$ cat config.mk
export PLATFORM = sky130hd
export DESIGN_NAME = chunk_stream_filter_unit
export DESIGN_NICKNAME = d
export VERILOG_FILES = /design/src/hdl/csf_pkg.sv /design/src/hdl/chunk_stream_filter_unit.sv /design/src/hdl/csf_csr.sv /design/src/hdl/csf_parser.sv
export SDC_FILE = /design/constraint.sdc
export NUM_CORES = 1
export LEC_CHECK = 0
export BUFFER_PORTS_ARGS = -buffer_cell sky130_fd_sc_hd__buf_2
export CAP_MARGIN = 20
export CORE_ASPECT_RATIO = 1.2
export CORE_UTILIZATION = 45
export CTS_CLUSTER_SIZE = 12
export DETAILED_ROUTE_END_ITERATION = 10
export SLEW_MARGIN = 20
export SYNTH_ARGS = -nofsm -noshare
export SYNTH_HDL_FRONTEND = slang
export SYNTH_HIERARCHICAL = 1
export SYNTH_SLANG_ARGS = --single-unit
$ cat constraint.sdc
create_clock -name clock -period 35.8 [get_ports clock]
set_input_delay 5.37 -clock clock [delete_from_list [all_inputs] [get_ports clock]]
set_output_delay 5.37 -clock clock [all_outputs]
set_load 0.005 [all_outputs]
$ cat src/hdl/csf_pkg.sv
`default_nettype none

package csf_pkg;

   localparam int unsigned BYTE_W   = 8;
   localparam int unsigned WORD_W   = 32;
   localparam int unsigned HDR_LEN  = 16;
   localparam int unsigned HCNT_W   = $clog2(HDR_LEN);
   localparam int unsigned HOLD_W   = (HDR_LEN - 1) * BYTE_W;
   localparam int unsigned IDX_W    = 2;
   localparam int unsigned STAT_W   = 2;
   localparam int unsigned USER_W   = 1 + STAT_W;

   localparam logic [IDX_W-1:0] REG_CHUNK_MAGIC    = 2'd0;
   localparam logic [IDX_W-1:0] REG_STREAM_UID     = 2'd1;
   localparam logic [IDX_W-1:0] REG_LAST_FLAG_MASK = 2'd2;

   localparam logic [WORD_W-1:0] LAST_FLAG_MASK_RST = 32'h0000_0001;

   typedef enum logic [1:0] {
      PH_HEADER  = 2'd0,
      PH_FORWARD = 2'd1,
      PH_DROP    = 2'd2,
      PH_ENDED   = 2'd3
   } phase_type;

   typedef enum logic [STAT_W-1:0] {
      ST_RUNNING   = 2'd0,
      ST_COMPLETED = 2'd1,
      ST_EARLY_END = 2'd2
   } status_type;

   typedef struct packed {
      logic [WORD_W-1:0] chunk_magic;
      logic [WORD_W-1:0] stream_uid;
      logic [WORD_W-1:0] last_flag_mask;
   } cfg_type;

endpackage

`default_nettype wire

$ cat src/hdl/chunk_stream_filter_unit.sv
// Chunk stream filter: takes a container file one byte per word on req_ and
// forwards on rsp_ only the payload bytes of chunks whose 16-byte big-endian
// header (magic, flags, size, uid) matches chunk_magic and stream_uid. Every
// accepted word yields exactly one result word in the cycle after it; a word with
// req_tlast set marks end of file. Status in rsp_tuser reads running, last
// chunk completed, or file ended early; after the end all words return the
// final status with no data. Throughput is one byte per cycle unless rsp_tready
// stalls the output; header compare and the payload down-counter settle
// combinationally between the chunk state registers and the result register;
// while a result waits, req_tready follows rsp_tready combinationally.
// Configuration writes take effect at the next completed header.

`default_nettype none

module chunk_stream_filter_unit (
   input  wire logic                       clock,
   input  wire logic                       reset,
   input  wire logic                       csr_wr_en,
   input  wire logic [csf_pkg::IDX_W-1:0]  csr_index,
   input  wire logic [csf_pkg::WORD_W-1:0] csr_wdata,
   input  wire logic                       req_tvalid,
   output logic                            req_tready,
   input  wire logic [csf_pkg::BYTE_W-1:0] req_tdata,   // [7:0] file_byte
   input  wire logic                       req_tlast,   // end_of_file
   output logic                            rsp_tvalid,
   input  wire logic                       rsp_tready,
   output logic [csf_pkg::BYTE_W-1:0]      rsp_tdata,   // [7:0] payload_byte
   output logic [csf_pkg::USER_W-1:0]      rsp_tuser    // [0] payload_valid, [2:1] stream_status
);
   import csf_pkg::*;

   cfg_type cfg;

   csf_csr u_csr (
      .clock     (clock),
      .reset     (reset),
      .csr_wr_en (csr_wr_en),
      .csr_index (csr_index),
      .csr_wdata (csr_wdata),
      .cfg       (cfg)
   );

   csf_parser u_parser (
      .clock      (clock),
      .reset      (reset),
      .cfg        (cfg),
      .req_tvalid (req_tvalid),
      .req_tready (req_tready),
      .req_tdata  (req_tdata),
      .req_tlast  (req_tlast),
      .rsp_tvalid (rsp_tvalid),
      .rsp_tready (rsp_tready),
      .rsp_tdata  (rsp_tdata),
      .rsp_tuser  (rsp_tuser)
   );

endmodule

`default_nettype wire

$ cat src/hdl/csf_csr.sv
`default_nettype none

module csf_csr (
   input  wire logic                       clock,
   input  wire logic                       reset,
   input  wire logic                       csr_wr_en,
   input  wire logic [csf_pkg::IDX_W-1:0]  csr_index,
   input  wire logic [csf_pkg::WORD_W-1:0] csr_wdata,
   output csf_pkg::cfg_type                cfg
);
   import csf_pkg::*;

   cfg_type cfg_ff;
   cfg_type cfg_in;

   always_comb begin
      cfg_in = cfg_ff;
      if (csr_wr_en) begin
         unique case (csr_index)
            REG_CHUNK_MAGIC:    cfg_in.chunk_magic    = csr_wdata;
            REG_STREAM_UID:     cfg_in.stream_uid     = csr_wdata;
            REG_LAST_FLAG_MASK: cfg_in.last_flag_mask = csr_wdata;
            default:            cfg_in = cfg_ff;
         endcase
      end
   end

   always_ff @(posedge clock) begin
      if (reset) begin
         cfg_ff.chunk_magic    <= '0;
         cfg_ff.stream_uid     <= '0;
         cfg_ff.last_flag_mask <= LAST_FLAG_MASK_RST;
      end else begin
         cfg_ff <= cfg_in;
      end
   end

   assign cfg = cfg_ff;

endmodule

`default_nettype wire

$ cat src/hdl/csf_parser.sv
`default_nettype none

module csf_parser (
   input  wire logic                       clock,
   input  wire logic                       reset,
   input  wire csf_pkg::cfg_type           cfg,
   input  wire logic                       req_tvalid,
   output logic                            req_tready,
   input  wire logic [csf_pkg::BYTE_W-1:0] req_tdata,
   input  wire logic                       req_tlast,
   output logic                            rsp_tvalid,
   input  wire logic                       rsp_tready,
   output logic [csf_pkg::BYTE_W-1:0]      rsp_tdata,
   output logic [csf_pkg::USER_W-1:0]      rsp_tuser
);
   import csf_pkg::*;

   phase_type             phase_ff, phase_in;
   logic [HCNT_W-1:0]     hcnt_ff, hcnt_in;
   logic [HOLD_W-1:0]     hdr_ff, hdr_in;
   logic [WORD_W-1:0]     rem_ff, rem_in;
   logic                  last_ff, last_in;

   logic                  ovalid_ff;
   logic [BYTE_W-1:0]     odata_ff, odata_in;
   logic [USER_W-1:0]     ouser_ff, ouser_in;

   logic [HOLD_W+BYTE_W-1:0] hdr_full;
   logic [WORD_W-1:0]        h_magic, h_flags, h_size, h_uid;
   logic                     match;
   logic                     accept;
   logic                     out_vld;
   status_type               status;

   assign req_tready = !ovalid_ff || rsp_tready;
   assign accept     = req_tvalid && req_tready;

   assign hdr_full = {hdr_ff, req_tdata};
   assign h_magic  = hdr_full[4*WORD_W-1:3*WORD_W];
   assign h_flags  = hdr_full[3*WORD_W-1:2*WORD_W];
   assign h_size   = hdr_full[2*WORD_W-1:WORD_W];
   assign h_uid    = hdr_full[WORD_W-1:0];
   assign match    = (h_magic == cfg.chunk_magic) && (h_uid == cfg.stream_uid);

   always_comb begin
      phase_in = phase_ff;
      hcnt_in  = hcnt_ff;
      hdr_in   = hdr_ff;
      rem_in   = rem_ff;
      last_in  = last_ff;
      odata_in = '0;
      out_vld  = 1'b0;
      if (phase_ff != PH_ENDED) begin
         if (req_tlast) begin
            phase_in = PH_ENDED;
            last_in  = 1'b0;
         end else if (phase_ff == PH_HEADER) begin
            hdr_in  = hdr_full[HOLD_W-1:0];
            hcnt_in = hcnt_ff + 1'b1;
            if (hcnt_ff == HCNT_W'(HDR_LEN - 1)) begin
               rem_in = h_size;
               if (match) begin
                  last_in  = (h_flags & cfg.last_flag_mask) != '0;
                  phase_in = PH_FORWARD;
               end else begin
                  phase_in = PH_DROP;
               end
               if (h_size == '0) begin
                  phase_in = (match && last_in) ? PH_ENDED : PH_HEADER;
               end
            end
         end else begin
            if (phase_ff == PH_FORWARD) begin
               odata_in = req_tdata;
               out_vld  = 1'b1;
            end
            rem_in = rem_ff - 1'b1;
            if (rem_ff == WORD_W'(1)) begin
               phase_in = (phase_ff == PH_FORWARD && last_ff) ? PH_ENDED : PH_HEADER;
            end
         end
      end
      if (phase_in == PH_ENDED) begin
         status = last_in ? ST_COMPLETED : ST_EARLY_END;
      end else begin
         status = ST_RUNNING;
      end
      ouser_in = {status, out_vld};
   end

   always_ff @(posedge clock) begin
      if (reset) begin
         phase_ff  <= PH_HEADER;
         hcnt_ff   <= '0;
         rem_ff    <= '0;
         last_ff   <= 1'b0;
         ovalid_ff <= 1'b0;
      end else begin
         if (accept) begin
            phase_ff <= phase_in;
            hcnt_ff  <= hcnt_in;
            rem_ff   <= rem_in;
            last_ff  <= last_in;
         end
         if (req_tready) begin
            ovalid_ff <= req_tvalid;
         end
      end
   end

   always_ff @(posedge clock) begin
      if (accept) begin
         hdr_ff   <= hdr_in;
         odata_ff <= odata_in;
         ouser_ff <= ouser_in;
      end
   end

   assign rsp_tvalid = ovalid_ff;
   assign rsp_tdata  = odata_ff;
   assign rsp_tuser  = ouser_ff;

endmodule

`default_nettype wire
==> results of run 1 <==
power breakdown:
part / total [mW] / internal [mW] / switching, mW
Sequential: 0.343 / 0.334 / 0.00961
Clock: 0.270 / 0.157 / 0.113
Combinational: 0.0686 / 0.0252 / 0.0435
Total: 0.682 / 0.516 / 0.166
registers in the layout, summed over array words and instances, names as in the netlist:
register	flops
u_parser/last_ff	1
u_parser/rsp_tuser	3
u_parser/phase_ff	2
u_parser/rsp_tdata	8
u_csr/cfg	96
u_parser/rsp_tvalid	1
u_parser/hcnt_ff	4
u_parser/hdr_ff	120
u_parser/rem_ff	32
layer usage:
metal  wire length (microns)  share of wire
met1                   12000           0.44
met2                   13700           0.50
met3                     957          0.035
met4                     774          0.028
met5                       0              0
synth_stat cells (3+ instances only):
| cell | instances | share of area |
|---|---|---|
| nor2_1 | 44 | 0.015 |
| inv_1 | 12 | 0.0040 |
| a221oi_1 | 4 | 0.0031 |
| a21oi_1 | 27 | 0.012 |
| buf_6 | 9 | 0.0089 |
| o22ai_1 | 3 | 0.0017 |
| o32ai_1 | 4 | 0.0031 |
| nor4_1 | 27 | 0.015 |
| a211oi_1 | 7 | 0.0046 |
| clkbuf_1 | 28 | 0.0092 |
| buf_2 | 6 | 0.0026 |
| and2_1 | 9 | 0.0050 |
| xor2_1 | 66 | 0.051 |
| nor3b_1 | 4 | 0.0026 |
| o31ai_1 | 5 | 0.0033 |
| nand3_1 | 4 | 0.0018 |
| nor3_1 | 16 | 0.0070 |
| or4_1 | 3 | 0.0020 |
| nand4_1 | 13 | 0.0072 |
| dfxtp_1 | 136 | 0.24 |
| nand3b_1 | 3 | 0.0020 |
| nand2b_1 | 128 | 0.070 |
| or3_1 | 5 | 0.0028 |
| ha_1 | 3 | 0.0033 |
| a22o_1 | 6 | 0.0046 |
| buf_1 | 3 | 0.00099 |
| mux2i_1 | 98 | 0.086 |
| nand2_1 | 51 | 0.017 |
| a22oi_1 | 22 | 0.015 |
| edfxtp_1 | 131 | 0.35 |
| o21ai_0 | 30 | 0.013 |
cell families after synthesis:
| group | count (synthesis) | synth area share |
|---|---|---|
| AO/OA/AOI/OAI | 139 | 0.0847 |
| multiplexers | 98 | 0.0863 |
| XOR/XNOR | 67 | 0.0516 |
| adder cells (fa/ha/maj) | 3 | 0.00330 |
| AND/OR/NAND/NOR | 324 | 0.162 |
| flip-flops | 267 | 0.585 |
| buffers and inverters | 60 | 0.0271 |
final cells by class:
class / instances / area [sq um]
clock inverters: 7 / 32.5
flip-flops and latches: 267 / 6660
inverters: 12 / 45.0
clock buffers: 45 / 826
repair buffers: 69 / 370
multi-input cells: 631 / 4430
fillers: 2236 / 12000
well taps: 325 / 407
per-stage QoR:
stage	setup slack (ns)	cell area, sq um	power, mW	instances
floorplan	20.49	11400	0.398	958
detailed placement	24.65	11900	0.418	1304
global placement	24.67	11900	0.418	1304
global route	24.62	12800	0.711	1356
CTS	24.65	12800	0.689	1356
finish	24.65	12800	0.682	1356
path summary, 6_finish.rpt:
kind	start	endpoint	slack [ns]	depth (start not counted)
max reg2reg	u_parser/phase_ff[1]	u_parser/hdr_ff[31]	32.66	4
max	rsp_tready	req_tready	24.65	3
min	u_parser/hdr_ff[83]	u_parser/hdr_ff[91]	0.45	0
min reg2reg	u_parser/hdr_ff[83]	u_parser/hdr_ff[91]	0.45	0
cell usage in the layout, fill, tap and decap left out, types with 6 or more instances in the layout:
cell,instances
nor3_1,14
and2_1,9
clkbuf_16,29
nor4_1,27
nor2_1,43
buf_2,59
a22o_1,6
a22oi_1,22
a211oi_1,7
inv_1,12
nand4_1,13
clkbuf_1,12
buf_4,10
dfxtp_1,136
nand2_1,51
xor2_1,66
edfxtp_1,131
a21oi_1,27
mux2i_1,98
o21ai_0,30
nand2b_1,128
critical path: stages:
cell and delay, ns:
buf_2 0.09, nand2b_1 0.17, buf_2 0.14
==> results by group, run 1 <==
Status
  • Outcome: completed

Final layout
  • Layout Utilization: 0.516
  • Final #Nets: 1,060
  • Area grow syn2layout: 12.2%
  • Share of post-route cells with drive strength above 1: 0.124
  • Final antenna diode count: 0

GRT
  • Met1 usage: 0.279
  • First-pass GRT wire length: approximately 42 mm
  • Largest net degree at the start of global routing: 126
  • Initial antenna violation count: 0
  • Grt total ovfl: 0
  • GRT Max-Usage Layer: met2
  • Met3 Use GR: 0.0243
  • Vias in the first global route: slightly above 7,000
  • Met2 usage: 0.375
  • Gr usage total: 0.216

Route
  • Drt via density: ~5.5
  • WL per Instance: 20.2 microns
  • Initial DRC Count: a little over 500
  • WL final: around 27 mm
  • Antenna viol nets, final: 0
  • Drt first pass iters: 5
  • Vias: 7,430
  • Residual DRC: 0

Die
  • # rows: 63
  • # IOs: 61
  • Core box area: roughly 25,000 sq um
  • Die Area: 25,900 sq um
  • Die Height: between 150 and 200 microns
  • Starting Density: 0.459
  • Die W: 147 microns

Worst setup path
  • Type of origin of the critical path: primary input
  • WS Path Type: primary input to output port
  • CP Capture Type: output port
  • Arrival time of the worst setup path: about 5.8 ns
  • CP max FO: 4
  • Required @ worst endpoint: around 30 ns

Clock network
  • Total CTS buffers: 28
  • Clk root buf: clkbuf_16
  • Post-CTS Repair Setup Buffers: 0
  • # hold bufs at CTS: 0
  • Post-CTS Resized: 0
  • H-tree Lvls: 1
  • Clock transition at path regs: ~0.060 ns
  • CTS sink cnt: 267
  • Clock buffer depth: 3
  • CTS tree: done
  • Worst-skew pair later-pin latency: ~0.53 ns

Logic synthesis
  • Mean post-synth cell area: 11.9 sq um
  • Asr flop ratio synth: 0
  • #FFs+latches synth: between 200 and 300
  • Netlist cell types: 67
  • Number of flops mapped to enable cells by yosys: around 130
  • Synthesized netlist cell count: 958
  • Synth warn: 6
  • Register area share after synthesis: 0.585
  • Commonest register cell after synthesis: dfxtp_1
  • Mapped cell area: ~11,000 sq um
  • Post-synthesis net count: slightly above 1,000

Pwr
  • Peak supply drop: 0.0389 mV
  • Power density of the placed cells: 53.4 nW/um^2
  • Pleak: between 4 and 5 nW

Placement
  • Hpwl dp: ~19 mm
  • Final Wtd Congestion: a little over 0.8
  • Port Buf Inserts: 60

Timing
  • Max-slew violation count: 0
  • Skew final: approximately 0.011 ns
  • Maximum clock frequency: around 0.09 GHz
  • Final hold viol count: 0
  • RSZ-0062 raised after global routing: false
  • Worst-margin pin slew: 0.978 ns
  • # setup viols final: 0
  • TNS Setup: 0 ns
  • WHS: approximately 0.45 ns
  • Final period util: 0.311
  • Rel. slew slack: 0.348
  • Post-route minimum period: about 11 ns

Flow run
  • MaxCap Viol Count: 0

Worst hold path
  • Hold crit path type: register to register
Power figures use the tool's default switching activity.
==> run 2: changes to the inputs <==
==> constraint.sdc (replaced) <==
create_clock -name clock -period 11 [get_ports clock]
set_input_delay 1.65 -clock clock [delete_from_list [all_inputs] [get_ports clock]]
set_output_delay 1.65 -clock clock [all_outputs]
set_load 0.005 [all_outputs]
==> run 2 against run 1 <==
Effect of this change: total power rose to 3.3 times the previous value; wire length rose by 0.61%; first-iteration DRC count is 7.0% lower; non-clock buffer count up 1; setup slack got worse by 17 ns; critical path depth up 6; sequential share of layout area about the same; utilization about the same; cell area about the same; sequential cell count stayed put; final cell count barely moved; hold slack improved by 0.0054 ns; critical endpoint is now u_parser/hcnt_ff[3]; highest routed layer unchanged.
==> results by group, run 2 (synthesis gave the netlist of run 1 again) <==
Die
  • Die Height: 176 microns (unchanged)
  • Core box area: 24,800 sq um (unchanged)
  • Die Area: 25,900 sq um (unchanged)
  • Starting Density: 0.459 (unchanged)
  • Die W: 147 microns (unchanged)
  • # rows: 63 (unchanged)
  • # IOs: 61 (unchanged)

Final layout
  • Area grow syn2layout: 12.2% (about the same)
  • Register bank with the most flops: u_parser/hdr_ff
  • Share of post-route cells with drive strength above 1: 0.123 (-0.00109)
  • Final #Nets: 1,061 (+0.094%)
  • Multi-input logic area: 4430 sq um (about the same)
  • Number of fill cells: 2,227 (-0.40%)
  • Commonest non-fill, non-tap cell in the layout: dfxtp_1
  • Most frequent cells in the layout: dfxtp_1, edfxtp_1, nand2b_1
  • Reg area: 6660 sq um (unchanged)
  • Max reg flops: 120 (unchanged)
  • Final antenna diode count: 0 (unchanged)

Timing
  • Worst-margin pin slew: 0.925 ns (-0.0528 ns)
  • Skew final: 0.0102 ns (-0.00102 ns)
  • Rel. slew slack: 0.383 (+0.0352)
  • Final hold viol count: 0 (unchanged)
  • Max-slew violation count: 0 (unchanged)
  • WHS: 0.456 ns (+0.00544 ns)
  • Final period util: 0.348
  • # setup viols final: 0 (unchanged)
  • Maximum clock frequency: ~0.26 GHz
  • Post-route minimum period: about 3.8 ns
  • RSZ-0062 raised after global routing: false
  • TNS Setup: 0 ns (unchanged)

Worst setup path
  • Setup crit start: rsp_tready
  • Slowest CP cell: buf_4
  • Required @ worst endpoint: 11.38 ns (-19.05 ns)
  • Worst r2r src: u_parser/phase_ff[0]
  • Crit-path cells: buf_2 -> nand2b_1 -> nand2_1 -> nor3_4 -> buf_4 -> buf_4 -> nand4_1 -> xor2_1 -> nor2_1
  • Worst Path Buf+Inv: 3 (+1)
  • Family with the most delay on the worst path: buffers and inverters
  • CP max FO: 71 (+67)
  • CP dominant cell by count: buf_4
  • Arrival time of the worst setup path: 4.20 ns (-1.58 ns)
  • CP peak stage delay: 0.84 ns (+0.67 ns)
  • Type of origin of the critical path: primary input
  • CP Capture Type: register
  • WS Path Type: primary input to register

Clock network
  • H-tree Lvls: 1 (unchanged)
  • Clk root buf: clkbuf_16
  • # hold bufs at CTS: 0 (unchanged)
  • Worst-skew pair later-pin latency: 0.53 ns (about the same)
  • CTS sink cnt: 267 (unchanged)
  • Clock buffer depth: 3 (unchanged)
  • Total CTS buffers: 28 (unchanged)
  • Post-CTS Repair Setup Buffers: 0 (unchanged)
  • CTS tree: done
  • Clock transition at path regs: 0.06 ns (about the same)
  • Post-CTS Resized: 0 (unchanged)

Route
  • Initial DRC Count: 477 (-7.0%)
  • Antenna viol nets, final: 0 (unchanged)
  • Drt via density: 5.40 (-1.4%)
  • Vias: 7,332 (-1.3%)
  • WL per Instance: 20.3 microns (+0.53%)
  • Drt first pass iters: 5 (unchanged)
  • WL final: 27.6 mm (+0.61%)
  • Residual DRC: 0 (unchanged)

Worst hold path
  • Hold path startpoint: u_parser/hdr_ff[86]
  • Hold crit path type: register to register

GRT
  • Vias in the first global route: 7,094 (-1.3%)
  • Gr usage total: 0.215 (-0.000917)
  • Initial antenna violation count: 0 (unchanged)
  • First-pass GRT wire length: 42.2 mm (-0.57%)
  • Grt total ovfl: 0 (unchanged)
  • Largest net degree at the start of global routing: 88 (-30%)

Pwr
  • Sw Ratio: 0.246 (+0.00196)
  • Flop pwr share: 0.503 (about the same)
  • Internal: 1.67 mW (+220%)
  • Peak supply drop: 0.109 mV (+180%)
  • Net Sw Power: 0.546 mW (+230%)
  • Comb pwr share: 0.101 (about the same)
  • Pleak: 4.94 nW (about the same)
  • Clock power frac: 0.396 (about the same)
  • Power density of the placed cells: 174 nW/um^2 (+230%)

Placement
  • Final Wtd Congestion: 0.862 (+4.4%)
  • Hpwl dp: 18.8 mm (about the same)
  • Port Buf Inserts: 60 (unchanged)

Status
  • Outcome: completed

Flow run
  • MaxCap Viol Count: 0 (unchanged)
-- run 2: final cells by class --
type	count	area share
sequential	267	0.522
multi-input combinational	631	0.347
clock buffer	47	0.0645
tap	325	0.0319
timing repair buffer	70	0.0294
inverter	12	0.00353
clock inverter	5	0.00216
-- run 2: through the flow --
step            util  worst slack, ns  std cells  area, sq um  power, mW
2_1_floorplan      -             3.40        958        11400       1.29
3_3_place_gp   0.481             6.69       1304        11900       1.36
3_5_place_dp   0.481             6.66       1304        11900       1.36
4_1_cts        0.515             7.21       1356        12800       2.24
5_1_grt        0.516             6.97       1357        12800       2.31
6_report       0.516             7.18       1357        12800       2.22
-- run 2: path summary, 6_finish.rpt --
kind	end	slack (ns)	cells after the start
setup / recovery	u_parser/hcnt_ff[3]	7.18	9
setup reg to reg	u_parser/hcnt_ff[3]	7.74	7
hold / removal	u_parser/hdr_ff[94]	0.46	0
hold reg to reg	u_parser/hdr_ff[94]	0.46	0
-- run 2: routing by layer --
metal	track usage	part of all wire	vias to the layer above
met2	0.371	0.50	153
li1	-	-	3573
met4	0.0726	0.028	0
met1	0.277	0.44	3569
met3	0.0274	0.035	37
met5	0	0	-
-- run 2: power by group through the flow --
stage	registers, mW	logic (mW)	clock network, mW
final	1.12	0.224	0.879
after detailed placement	1.14	0.224	0
after floorplan	1.13	0.163	0
after global routing	1.12	0.247	0.942
after global placement	1.14	0.222	0
after CTS	1.12	0.225	0.902
